--- src/hw/rtl/lkvc_pkg.sv ---
// Shared types and constants for the LRU key/value cache.
package lkvc_pkg;

	// Field widths of one request and one response.
	localparam int KEY_W = 32;
	localparam int VAL_W = 32;
	localparam int CAP_W = 5;

	// Capacity after reset, before it is clamped to the number of slots.
	localparam int CAPACITY_RESET = 16;

	// Read value returned on a lookup miss.
	localparam logic [VAL_W-1:0] MISS_VALUE = '1;

	// Request kinds carried in the slave-side tuser.
	localparam logic OP_GET = 1'b0;
	localparam logic OP_PUT = 1'b1;

	// Controller states.
	typedef enum logic [1:0] {
		ST_IDLE,
		ST_LOOKUP,
		ST_UPDATE,
		ST_RESULT
	} lkvc_state_t;

	// Commands from the controller to the datapath.
	typedef struct packed {
		logic load_req;
		logic lookup;
		logic update;
		logic load_out;
	} lkvc_cmd_t;

	// Status from the datapath to the controller.
	typedef struct packed {
		logic is_put;
	} lkvc_stat_t;

endpackage

--- src/hw/rtl/lru_key_value_cache_unit.sv ---
// Top level of the LRU key/value cache: stream ports, configuration port, controller and datapath.
// A put passes through the accept, compare and update states before the next request can be accepted.
// A get then enters a result state that loads its response into the output register behind m_tvalid;
// the next request is taken after it; a stalled response holds the controller in its result state.
// These steps are set by the parallel key compare, the rank update and the value memory read port.
// Reset empties the store and sets capacity to 16 clamped to ENTRIES; a capacity write empties it too.
module lru_key_value_cache_unit #(
	parameter int ENTRIES = 16
) (
	input  logic        clk,
	input  logic        arst_n,
	// Configuration: capacity.
	input  logic        cfg_wr_en,
	input  logic [4:0]  cfg_wr_data,
	// Requests.
	input  logic        s_tvalid,
	output logic        s_tready,
	input  logic [63:0] s_tdata,    // [31:0] key, [63:32] value
	input  logic [0:0]  s_tuser,    // [0] op
	// Responses.
	output logic        m_tvalid,
	input  logic        m_tready,
	output logic [31:0] m_tdata,    // [31:0] read_value
	output logic [0:0]  m_tuser     // [0] hit
);

	lkvc_pkg::lkvc_cmd_t                cmd;
	lkvc_pkg::lkvc_stat_t               status;
	logic signed [lkvc_pkg::VAL_W-1:0]  out_value;
	logic                               out_hit;

	lkvc_ctrl u_ctrl (
		.clk      (clk),
		.arst_n   (arst_n),
		.s_tvalid (s_tvalid),
		.s_tready (s_tready),
		.m_tvalid (m_tvalid),
		.m_tready (m_tready),
		.status   (status),
		.cmd      (cmd)
	);

	lkvc_datapath #(
		.ENTRIES (ENTRIES)
	) u_datapath (
		.clk         (clk),
		.arst_n      (arst_n),
		.cmd         (cmd),
		.status      (status),
		.in_op       (s_tuser[0]),
		.in_key      ($signed(s_tdata[31:0])),
		.in_value    ($signed(s_tdata[63:32])),
		.cfg_wr_en   (cfg_wr_en),
		.cfg_wr_data (cfg_wr_data),
		.out_hit     (out_hit),
		.out_value   (out_value)
	);

	assign m_tdata = out_value;
	assign m_tuser = out_hit;

endmodule

--- src/hw/rtl/lkvc_ctrl.sv ---
// Controller state machine that sequences lookup, update and response of each transaction.
module lkvc_ctrl (
	input  logic                  clk,
	input  logic                  arst_n,
	input  logic                  s_tvalid,
	output logic                  s_tready,
	output logic                  m_tvalid,
	input  logic                  m_tready,
	input  lkvc_pkg::lkvc_stat_t  status,
	output lkvc_pkg::lkvc_cmd_t   cmd
);

	lkvc_pkg::lkvc_state_t state_q;
	lkvc_pkg::lkvc_state_t state_d;
	logic                  out_valid_q;

	// State register.
	always_ff @(posedge clk or negedge arst_n) begin
		if (!arst_n) begin
			state_q <= lkvc_pkg::ST_IDLE;
		end else begin
			state_q <= state_d;
		end
	end

	// Next state and datapath commands.
	always_comb begin
		state_d  = state_q;
		cmd      = '0;
		s_tready = 1'b0;
		case (state_q)
			lkvc_pkg::ST_IDLE: begin
				s_tready = 1'b1;
				if (s_tvalid) begin
					cmd.load_req = 1'b1;
					state_d      = lkvc_pkg::ST_LOOKUP;
				end
			end
			lkvc_pkg::ST_LOOKUP: begin
				cmd.lookup = 1'b1;
				state_d    = lkvc_pkg::ST_UPDATE;
			end
			lkvc_pkg::ST_UPDATE: begin
				cmd.update = 1'b1;
				state_d    = status.is_put ? lkvc_pkg::ST_IDLE : lkvc_pkg::ST_RESULT;
			end
			lkvc_pkg::ST_RESULT: begin
				if (!out_valid_q || m_tready) begin
					cmd.load_out = 1'b1;
					state_d      = lkvc_pkg::ST_IDLE;
				end
			end
			default: begin
				state_d = lkvc_pkg::ST_IDLE;
			end
		endcase
	end

	// Output register occupancy flag.
	always_ff @(posedge clk or negedge arst_n) begin
		if (!arst_n) begin
			out_valid_q <= 1'b0;
		end else if (cmd.load_out) begin
			out_valid_q <= 1'b1;
		end else if (m_tready) begin
			out_valid_q <= 1'b0;
		end
	end

	assign m_tvalid = out_valid_q;

	// A response is only loaded into a free or draining output register.
	a_load_free: assert property (@(posedge clk) disable iff (!arst_n)
		cmd.load_out |-> (!out_valid_q || m_tready))
		else $error("response loaded over a pending transaction");

	// A blocked response holds the controller in the result state.
	a_result_hold: assert property (@(posedge clk) disable iff (!arst_n)
		(state_q == lkvc_pkg::ST_RESULT && out_valid_q && !m_tready)
		|=> state_q == lkvc_pkg::ST_RESULT)
		else $error("result state left while output stalled");

	// An accepted request always starts a lookup.
	a_accept_lookup: assert property (@(posedge clk) disable iff (!arst_n)
		(s_tvalid && s_tready) |=> state_q == lkvc_pkg::ST_LOOKUP)
		else $error("accepted request did not start a lookup");

endmodule

--- src/hw/rtl/lkvc_datapath.sv ---
// Datapath: request registers, key compare lanes, recency ranks, value memory and response register.
module lkvc_datapath #(
	parameter int ENTRIES = 16
) (
	input  logic                                clk,
	input  logic                                arst_n,
	input  lkvc_pkg::lkvc_cmd_t                 cmd,
	output lkvc_pkg::lkvc_stat_t                status,
	input  logic                                in_op,
	input  logic signed [lkvc_pkg::KEY_W-1:0]   in_key,
	input  logic signed [lkvc_pkg::VAL_W-1:0]   in_value,
	input  logic                                cfg_wr_en,
	input  logic        [lkvc_pkg::CAP_W-1:0]   cfg_wr_data,
	output logic                                out_hit,
	output logic signed [lkvc_pkg::VAL_W-1:0]   out_value
);

	localparam int IDX_W   = (ENTRIES > 1) ? $clog2(ENTRIES) : 1;
	localparam int RANK_W  = IDX_W;
	localparam int OCC_W   = $clog2(ENTRIES + 1);
	localparam int CMP_W   = (OCC_W > lkvc_pkg::CAP_W) ? OCC_W : lkvc_pkg::CAP_W;
	localparam int CAP_RST = (lkvc_pkg::CAPACITY_RESET > ENTRIES) ? ENTRIES
		: lkvc_pkg::CAPACITY_RESET;

	// Request registers.
	logic                          req_op_q;
	logic [lkvc_pkg::KEY_W-1:0]    req_key_q;
	logic [lkvc_pkg::VAL_W-1:0]    req_value_q;

	// Slot state.
	logic [lkvc_pkg::KEY_W-1:0]    tag_q  [ENTRIES];
	logic [RANK_W-1:0]             rank_q [ENTRIES];
	logic [ENTRIES-1:0]            valid_q;
	logic [OCC_W-1:0]              occ_q;
	logic [OCC_W-1:0]              cap_eff_q;
	logic [OCC_W-1:0]              cap_eff_d;

	// Value memory.
	logic [lkvc_pkg::VAL_W-1:0]    val_mem [ENTRIES];
	logic [lkvc_pkg::VAL_W-1:0]    mem_rd_q;

	// Lookup stage results.
	logic [ENTRIES-1:0]            match_vec;
	logic [ENTRIES-1:0]            victim_vec;
	logic [ENTRIES-1:0]            free_vec;
	logic [ENTRIES-1:0]            invalid_vec;
	logic [RANK_W-1:0]             oldest_rank;
	logic [ENTRIES-1:0]            hit_vec_s1;
	logic [ENTRIES-1:0]            victim_vec_s1;
	logic [ENTRIES-1:0]            free_vec_s1;
	logic                          hit_s1;
	logic                          full_s1;

	// Update stage signals.
	logic [ENTRIES-1:0]            tgt_vec;
	logic [IDX_W-1:0]              tgt_idx;
	logic [RANK_W-1:0]             hit_rank;
	logic                          insert_en;
	logic                          touch_en;
	logic                          mem_we;
	logic                          hit_s2;

	// Request capture.
	always_ff @(posedge clk) begin
		if (cmd.load_req) begin
			req_op_q    <= in_op;
			req_key_q   <= in_key;
			req_value_q <= in_value;
		end
	end

	assign status.is_put = (req_op_q == lkvc_pkg::OP_PUT);

	// Parallel key compare, eviction candidate and first free slot.
	assign oldest_rank = RANK_W'(occ_q - OCC_W'(1));
	assign invalid_vec = ~valid_q;
	assign free_vec    = invalid_vec & (~invalid_vec + ENTRIES'(1));
	always_comb begin
		for (int i = 0; i < ENTRIES; i++) begin
			match_vec[i]  = valid_q[i] && (tag_q[i] == req_key_q);
			victim_vec[i] = valid_q[i] && (rank_q[i] == oldest_rank);
		end
	end

	// Lookup stage register.
	always_ff @(posedge clk) begin
		if (cmd.lookup) begin
			hit_vec_s1    <= match_vec;
			victim_vec_s1 <= victim_vec;
			free_vec_s1   <= free_vec;
			hit_s1        <= |match_vec;
			full_s1       <= (occ_q >= cap_eff_q);
		end
	end

	// Target slot selection, its index and the rank of a hit slot.
	assign tgt_vec = hit_s1 ? hit_vec_s1 : (full_s1 ? victim_vec_s1 : free_vec_s1);
	always_comb begin
		tgt_idx  = '0;
		hit_rank = '0;
		for (int i = 0; i < ENTRIES; i++) begin
			tgt_idx  = tgt_idx | (tgt_vec[i] ? IDX_W'(i) : '0);
			hit_rank = hit_rank | (hit_vec_s1[i] ? rank_q[i] : '0);
		end
	end

	assign insert_en = cmd.update && status.is_put && !hit_s1;
	assign touch_en  = cmd.update && (hit_s1 || status.is_put);
	assign mem_we    = cmd.update && status.is_put;

	// Capacity clamped to the range one to the number of slots.
	always_comb begin
		if (cfg_wr_data == '0) begin
			cap_eff_d = OCC_W'(1);
		end else if (CMP_W'(cfg_wr_data) > CMP_W'(ENTRIES)) begin
			cap_eff_d = OCC_W'(ENTRIES);
		end else begin
			cap_eff_d = OCC_W'(cfg_wr_data);
		end
	end

	// Capacity, occupancy, valid bits and recency ranks.
	always_ff @(posedge clk or negedge arst_n) begin
		if (!arst_n) begin
			cap_eff_q <= OCC_W'(CAP_RST);
			occ_q     <= '0;
			valid_q   <= '0;
			for (int i = 0; i < ENTRIES; i++) begin
				rank_q[i] <= '0;
			end
		end else if (cfg_wr_en) begin
			cap_eff_q <= cap_eff_d;
			occ_q     <= '0;
			valid_q   <= '0;
		end else if (touch_en) begin
			if (insert_en && !full_s1) begin
				occ_q <= occ_q + OCC_W'(1);
			end
			for (int i = 0; i < ENTRIES; i++) begin
				if (tgt_vec[i]) begin
					rank_q[i]  <= '0;
					valid_q[i] <= 1'b1;
				end else if (valid_q[i] && (!hit_s1 || rank_q[i] < hit_rank)) begin
					rank_q[i] <= rank_q[i] + RANK_W'(1);
				end
			end
		end
	end

	// Key lanes are written only on insertion.
	always_ff @(posedge clk) begin
		for (int i = 0; i < ENTRIES; i++) begin
			if (insert_en && tgt_vec[i]) begin
				tag_q[i] <= req_key_q;
			end
		end
	end

	// Value memory with registered read.
	always_ff @(posedge clk) begin
		if (mem_we) begin
			val_mem[tgt_idx] <= req_value_q;
		end
		mem_rd_q <= val_mem[tgt_idx];
	end

	// Hit flag travels alongside the memory read.
	always_ff @(posedge clk) begin
		if (cmd.update) begin
			hit_s2 <= hit_s1;
		end
	end

	// Response register.
	always_ff @(posedge clk) begin
		if (cmd.load_out) begin
			out_hit   <= hit_s2;
			out_value <= hit_s2 ? mem_rd_q : lkvc_pkg::MISS_VALUE;
		end
	end

	// Occupancy never exceeds the configured capacity.
	a_occ_cap: assert property (@(posedge clk) disable iff (!arst_n)
		occ_q <= cap_eff_q)
		else $error("occupancy above capacity");

	// Occupancy counts the valid slots.
	a_occ_count: assert property (@(posedge clk) disable iff (!arst_n)
		$countones(valid_q) == occ_q)
		else $error("occupancy and valid bits disagree");

	// Keys are unique, so at most one lane matches.
	a_one_match: assert property (@(posedge clk) disable iff (!arst_n)
		cmd.lookup |-> $onehot0(match_vec))
		else $error("key present in more than one slot");

endmodule

--- config.mk ---
export PLATFORM = sky130hd
export DESIGN_NAME = lru_key_value_cache_unit
export DESIGN_NICKNAME = d
export VERILOG_FILES = /design/src/hw/rtl/lkvc_pkg.sv /design/src/hw/rtl/lru_key_value_cache_unit.sv /design/src/hw/rtl/lkvc_ctrl.sv /design/src/hw/rtl/lkvc_datapath.sv
export SDC_FILE = /design/constraint.sdc
export NUM_CORES = 2
export LEC_CHECK = 0
export BUFFER_PORTS_ARGS = -buffer_cell sky130_fd_sc_hd__buf_2
export CAP_MARGIN = 0
export CORE_ASPECT_RATIO = 0.9
export CORE_MARGIN = 5
export CORE_UTILIZATION = 25
export DETAILED_ROUTE_END_ITERATION = 12
export GPL_TIMING_DRIVEN = 0
export SLEW_MARGIN = 20
export SYNTH_ARGS = -nofsm -noshare
export SYNTH_HDL_FRONTEND = slang
export SYNTH_SLANG_ARGS = --single-unit
--- constraint.sdc ---
create_clock -name clk -period 7.7 [get_ports clk]
set_input_delay 0.77 -clock clk [delete_from_list [all_inputs] [get_ports clk]]
set_output_delay 0.77 -clock clk [all_outputs]
set_load 0.1 [all_outputs]
==> impl_metrics.env <==
export IMPL_status="finished, final reports clean"
export IMPL_synth_net_count=3433
export IMPL_chipHeight_um=445
export IMPL_p_leak_nw=19.8
export IMPL_reg2reg_depth=9
export IMPL_ant_nets=0
export IMPL_p_clk_frac=0.329
export IMPL_rsz0062_at_grt="no"
export IMPL_grt_pass1_wl_um=227000
export IMPL_first_pass_iters=6
export IMPL_worstSkewPairLatency_ns=0.78
export IMPL_finalMaxSlewViolations=0
export IMPL_dp_cells=6333
export IMPL_cp_startpoint="u_datapath.req_key_q[17]$_DFFE_PP_"
export IMPL_row_count=159
export IMPL_min_period_ns=5.69
export IMPL_critPathLaunchType="flip-flop"
export IMPL_cp_slowest_cell="edfxtp_1"
export IMPL_finalPower_mw=19.4
export IMPL_crit_chain="clkbuf_1 -> clkbuf_1 -> xnor2_1 -> nand4_1 -> nor4_1 -> nand4_1 -> nor4_1 -> nor4_1 -> nand4_1"
export IMPL_antenna_found_initial=11
export IMPL_async_flop_share=0.0716
export IMPL_routed_wl_um=161000
export IMPL_clockRootBuffer="clkbuf_16"
export IMPL_synthesis_area_sq_um=52600
export IMPL_die_area_sq_um=220000
export IMPL_numCtsBuffers=138
export IMPL_htreeDepth=4
export IMPL_grt_util_all_layers=0.142
export IMPL_crit_path_max_incr_delay_ns=1.04
export IMPL_endpoint="u_datapath.hit_s1$_DFFE_PN_"
export IMPL_routed_via_density=4.81
export IMPL_cts_tree="done"
export IMPL_hold_class="input port to flip-flop"
export IMPL_nets=3772
export IMPL_ir_drop_mv=0.257
export IMPL_post_route_period_util=0.738
export IMPL_max_freq_mhz=176
export IMPL_fp_coreArea_sq_um=209000
export IMPL_fin_cells=6589
export IMPL_tightestPinTransition_ns=1.28
export IMPL_ctsLongestPathBuffers=3
export IMPL_cp_max_fo=17
export IMPL_finalSetupViolations=0
export IMPL_critPathKind="flip-flop to flip-flop"
export IMPL_fillCellCount=20600
export IMPL_yosysWarnings=0
export IMPL_ctsResizeCount=0
export IMPL_fp_dieW_um=494
export IMPL_tns_ns=0
export IMPL_reg2reg_to="u_datapath.hit_s1$_DFFE_PN_"
export IMPL_p_int_mw=13.4
export IMPL_power_switching_mw=6.02
export IMPL_synth_edff_count=1173
export IMPL_start_util=0.252
export IMPL_clock_sinks=1298
export IMPL_grt_remaining_overflow=0
export IMPL_routabilityCongestion=0.880
export IMPL_grt_max_degree=49
export IMPL_layout_common_cells="1173 x edfxtp_1, 501 x xnor2_1, 260 x a22oi_1"
export IMPL_wl_per_cell_um=24.4
export IMPL_worstSetupEndpointType="flip-flop"
export IMPL_synth_seq_cells=1298
export IMPL_postSynthAreaPerCell_sq_um=15.9
export IMPL_worstReg2RegStart="u_datapath.req_key_q[17]$_DFFE_PP_"
export IMPL_synthFlopType="edfxtp_1"
export IMPL_power_density_nw_per_um2=309
export IMPL_grt_pass1_vias=30700
export IMPL_cp_data_required_time_ns=8.32
export IMPL_netlist_cell_type_count=62
export IMPL_numPortBuffers=109
export IMPL_skew_ns=0.0689
export IMPL_finalHoldViolCount=0
export IMPL_vias=31700
export IMPL_utilization=0.300
export IMPL_r2r_slack_ns=2.01
export IMPL_syn_to_final_growth_pct=19.2
export IMPL_clk_pin_slew_ns=0.06
export IMPL_drive_above_1_share=0.143
export IMPL_synth_sequential_area_ratio=0.726
export IMPL_cp_data_arrival_time_ns=6.30
export IMPL_route_detailed_drc=0
export IMPL_cap_violations=0
export IMPL_seqPwrFrac=0.486
export IMPL_hpwl_um=106000
export IMPL_io_pins=110
export IMPL_detail_route_iter0_violations=3983
export IMPL_mostFrequentLayoutCell="edfxtp_1"
export IMPL_swShare=0.310
export IMPL_pwr_share_comb=0.185
export IMPL_relSlewSlack=0.146
export IMPL_syn_inst=3319
## logic make-up after synthesis
family | Yosys count | synth area share
simple gates | 534 | 0.0592
compound gates | 573 | 0.0762
mux | 48 | 0.0111
fa+ha+maj | 39 | 0.00927
buf+inv | 218 | 0.0172
xor+xnor | 609 | 0.101
flops | 1298 | 0.726
## stage by stage
step / setup slack [ns] / hold slack, ns / instance area, sq um
floorplan: 2.92 / 0.428 / 52600
global route: 2.03 / 0.138 / 62700
finish: 2.01 / 0.155 / 62700
CTS: 2.07 / 0.101 / 62700
detailed placement: 2.07 / 0.473 / 58300
global placement: -1.81 / 0.470 / 56700
## sequential cells by signal (all words and copies together) (netlist names), 2 cells and up
name / cells
u_ctrl.state_q: 2
u_datapath.cap_eff_q: 5
u_datapath.free_vec_s1: 16
u_datapath.hit_vec_s1: 16
u_datapath.mem_rd_q: 32
u_datapath.occ_q: 5
u_datapath.out_value: 32
u_datapath.rank_q: 64
u_datapath.req_key_q: 32
u_datapath.req_value_q: 32
u_datapath.tag_q: 512
u_datapath.val_mem: 512
u_datapath.valid_q: 16
u_datapath.victim_vec_s1: 16
## worst min path at each step
stage / from / to / slack, ns / cells after the start
final: s_tdata[39] / u_datapath.req_value_q[7]$_DFFE_PP_ / 0.15 / 1
after global routing: s_tdata[42] / u_datapath.req_value_q[10]$_DFFE_PP_ / 0.14 / 1
after CTS: s_tdata[42] / u_datapath.req_value_q[10]$_DFFE_PP_ / 0.10 / 1
after detailed placement: u_datapath.mem_rd_q[11]$_DFF_P_ / u_datapath.out_value[11]$_SDFFCE_PN1P_ / 0.47 / 1
after global placement: u_datapath.mem_rd_q[12]$_DFF_P_ / u_datapath.out_value[12]$_SDFFCE_PN1P_ / 0.47 / 1
after floorplan: u_datapath.hit_s1$_DFFE_PN_ / u_datapath.hit_s2$_DFFE_PP_ / 0.43 / 0
## power by group through the flow
stage / clock (mW) / combinational (mW) / sequential (mW)
global placement: 0 / 3.30 / 9.60
CTS: 6.49 / 3.57 / 9.41
detailed placement: 0 / 3.56 / 9.55
floorplan: 0 / 2.07 / 9.41
finish: 6.39 / 3.59 / 9.42
global route: 6.79 / 3.80 / 9.47
## cells in the mapped netlist (all sizes together) (5+ instances only)
cell     count  area [sq um]
edfxtp    1173         35200
xnor2      502          4400
a22oi      260          1950
clkbuf     140           526
a21oi      134           671
nand4      125           807
xor2       107           937
dfrtp       92          2300
nand2       65           244
nand3       63           315
nor4        53           332
buf         43           250
nand2b      40           250
ha          39           488
nor2        39           146
nor3        38           190
a22o        37           324
inv         35           131
dfxtp       32           641
or4         32           240
o21ai       30           154
o22ai       30           188
nor2b       29           181
mux2        28           327
mux2i       20           260
a211oi      15           113
a221oi      14           123
and3        11          68.8
a221o       10           100
and3b       10          87.6
and4bb      10           125
o22a        10          87.6
a2111oi      7          76.3
a31o         5          43.8
or2          5          31.3
or3          5          31.3
## per-layer routing
metal / vias up / routed length [um] / GRT usage
met5: - / 27 / 0
met4: 4 / 5030 / 0.0465
met3: 278 / 14800 / 0.0260
met2: 1640 / 73800 / 0.224
met1: 16300 / 67300 / 0.197
li1: 13500 / - / -
## what timing repair did
item | CTS | global route
endpoints found under the hold margin | 45 | 0
hold buffers | 1 | 0
setup buffers | 0 | 0
## worst max-delay path, delay by kind of cell (launching register included)
| family | cells | cell delay (ns) |
|---|---|---|
| and+or+nand+nor | 6 | 2.82 |
| DFF | 1 | 1.04 |
| buffers and inverters | 2 | 1.49 |
| xor gates and xnor gates | 1 | 0.20 |
## area by class of cell
cell class | count | area (sq um) | share of cell area
diodes | 2 | 5.00 | 0.0000798
clock inverters | 70 | 703 | 0.0112
clock buffers | 182 | 3670 | 0.0585
multi-input cells | 1803 | 13800 | 0.220
repair buffers | 199 | 1890 | 0.0301
plain buffers | 183 | 797 | 0.0127
inverters | 35 | 131 | 0.00209
well taps | 2817 | 3520 | 0.0562
flip-flops and latches | 1298 | 38200 | 0.609
(Power assumes the default switching activity.)
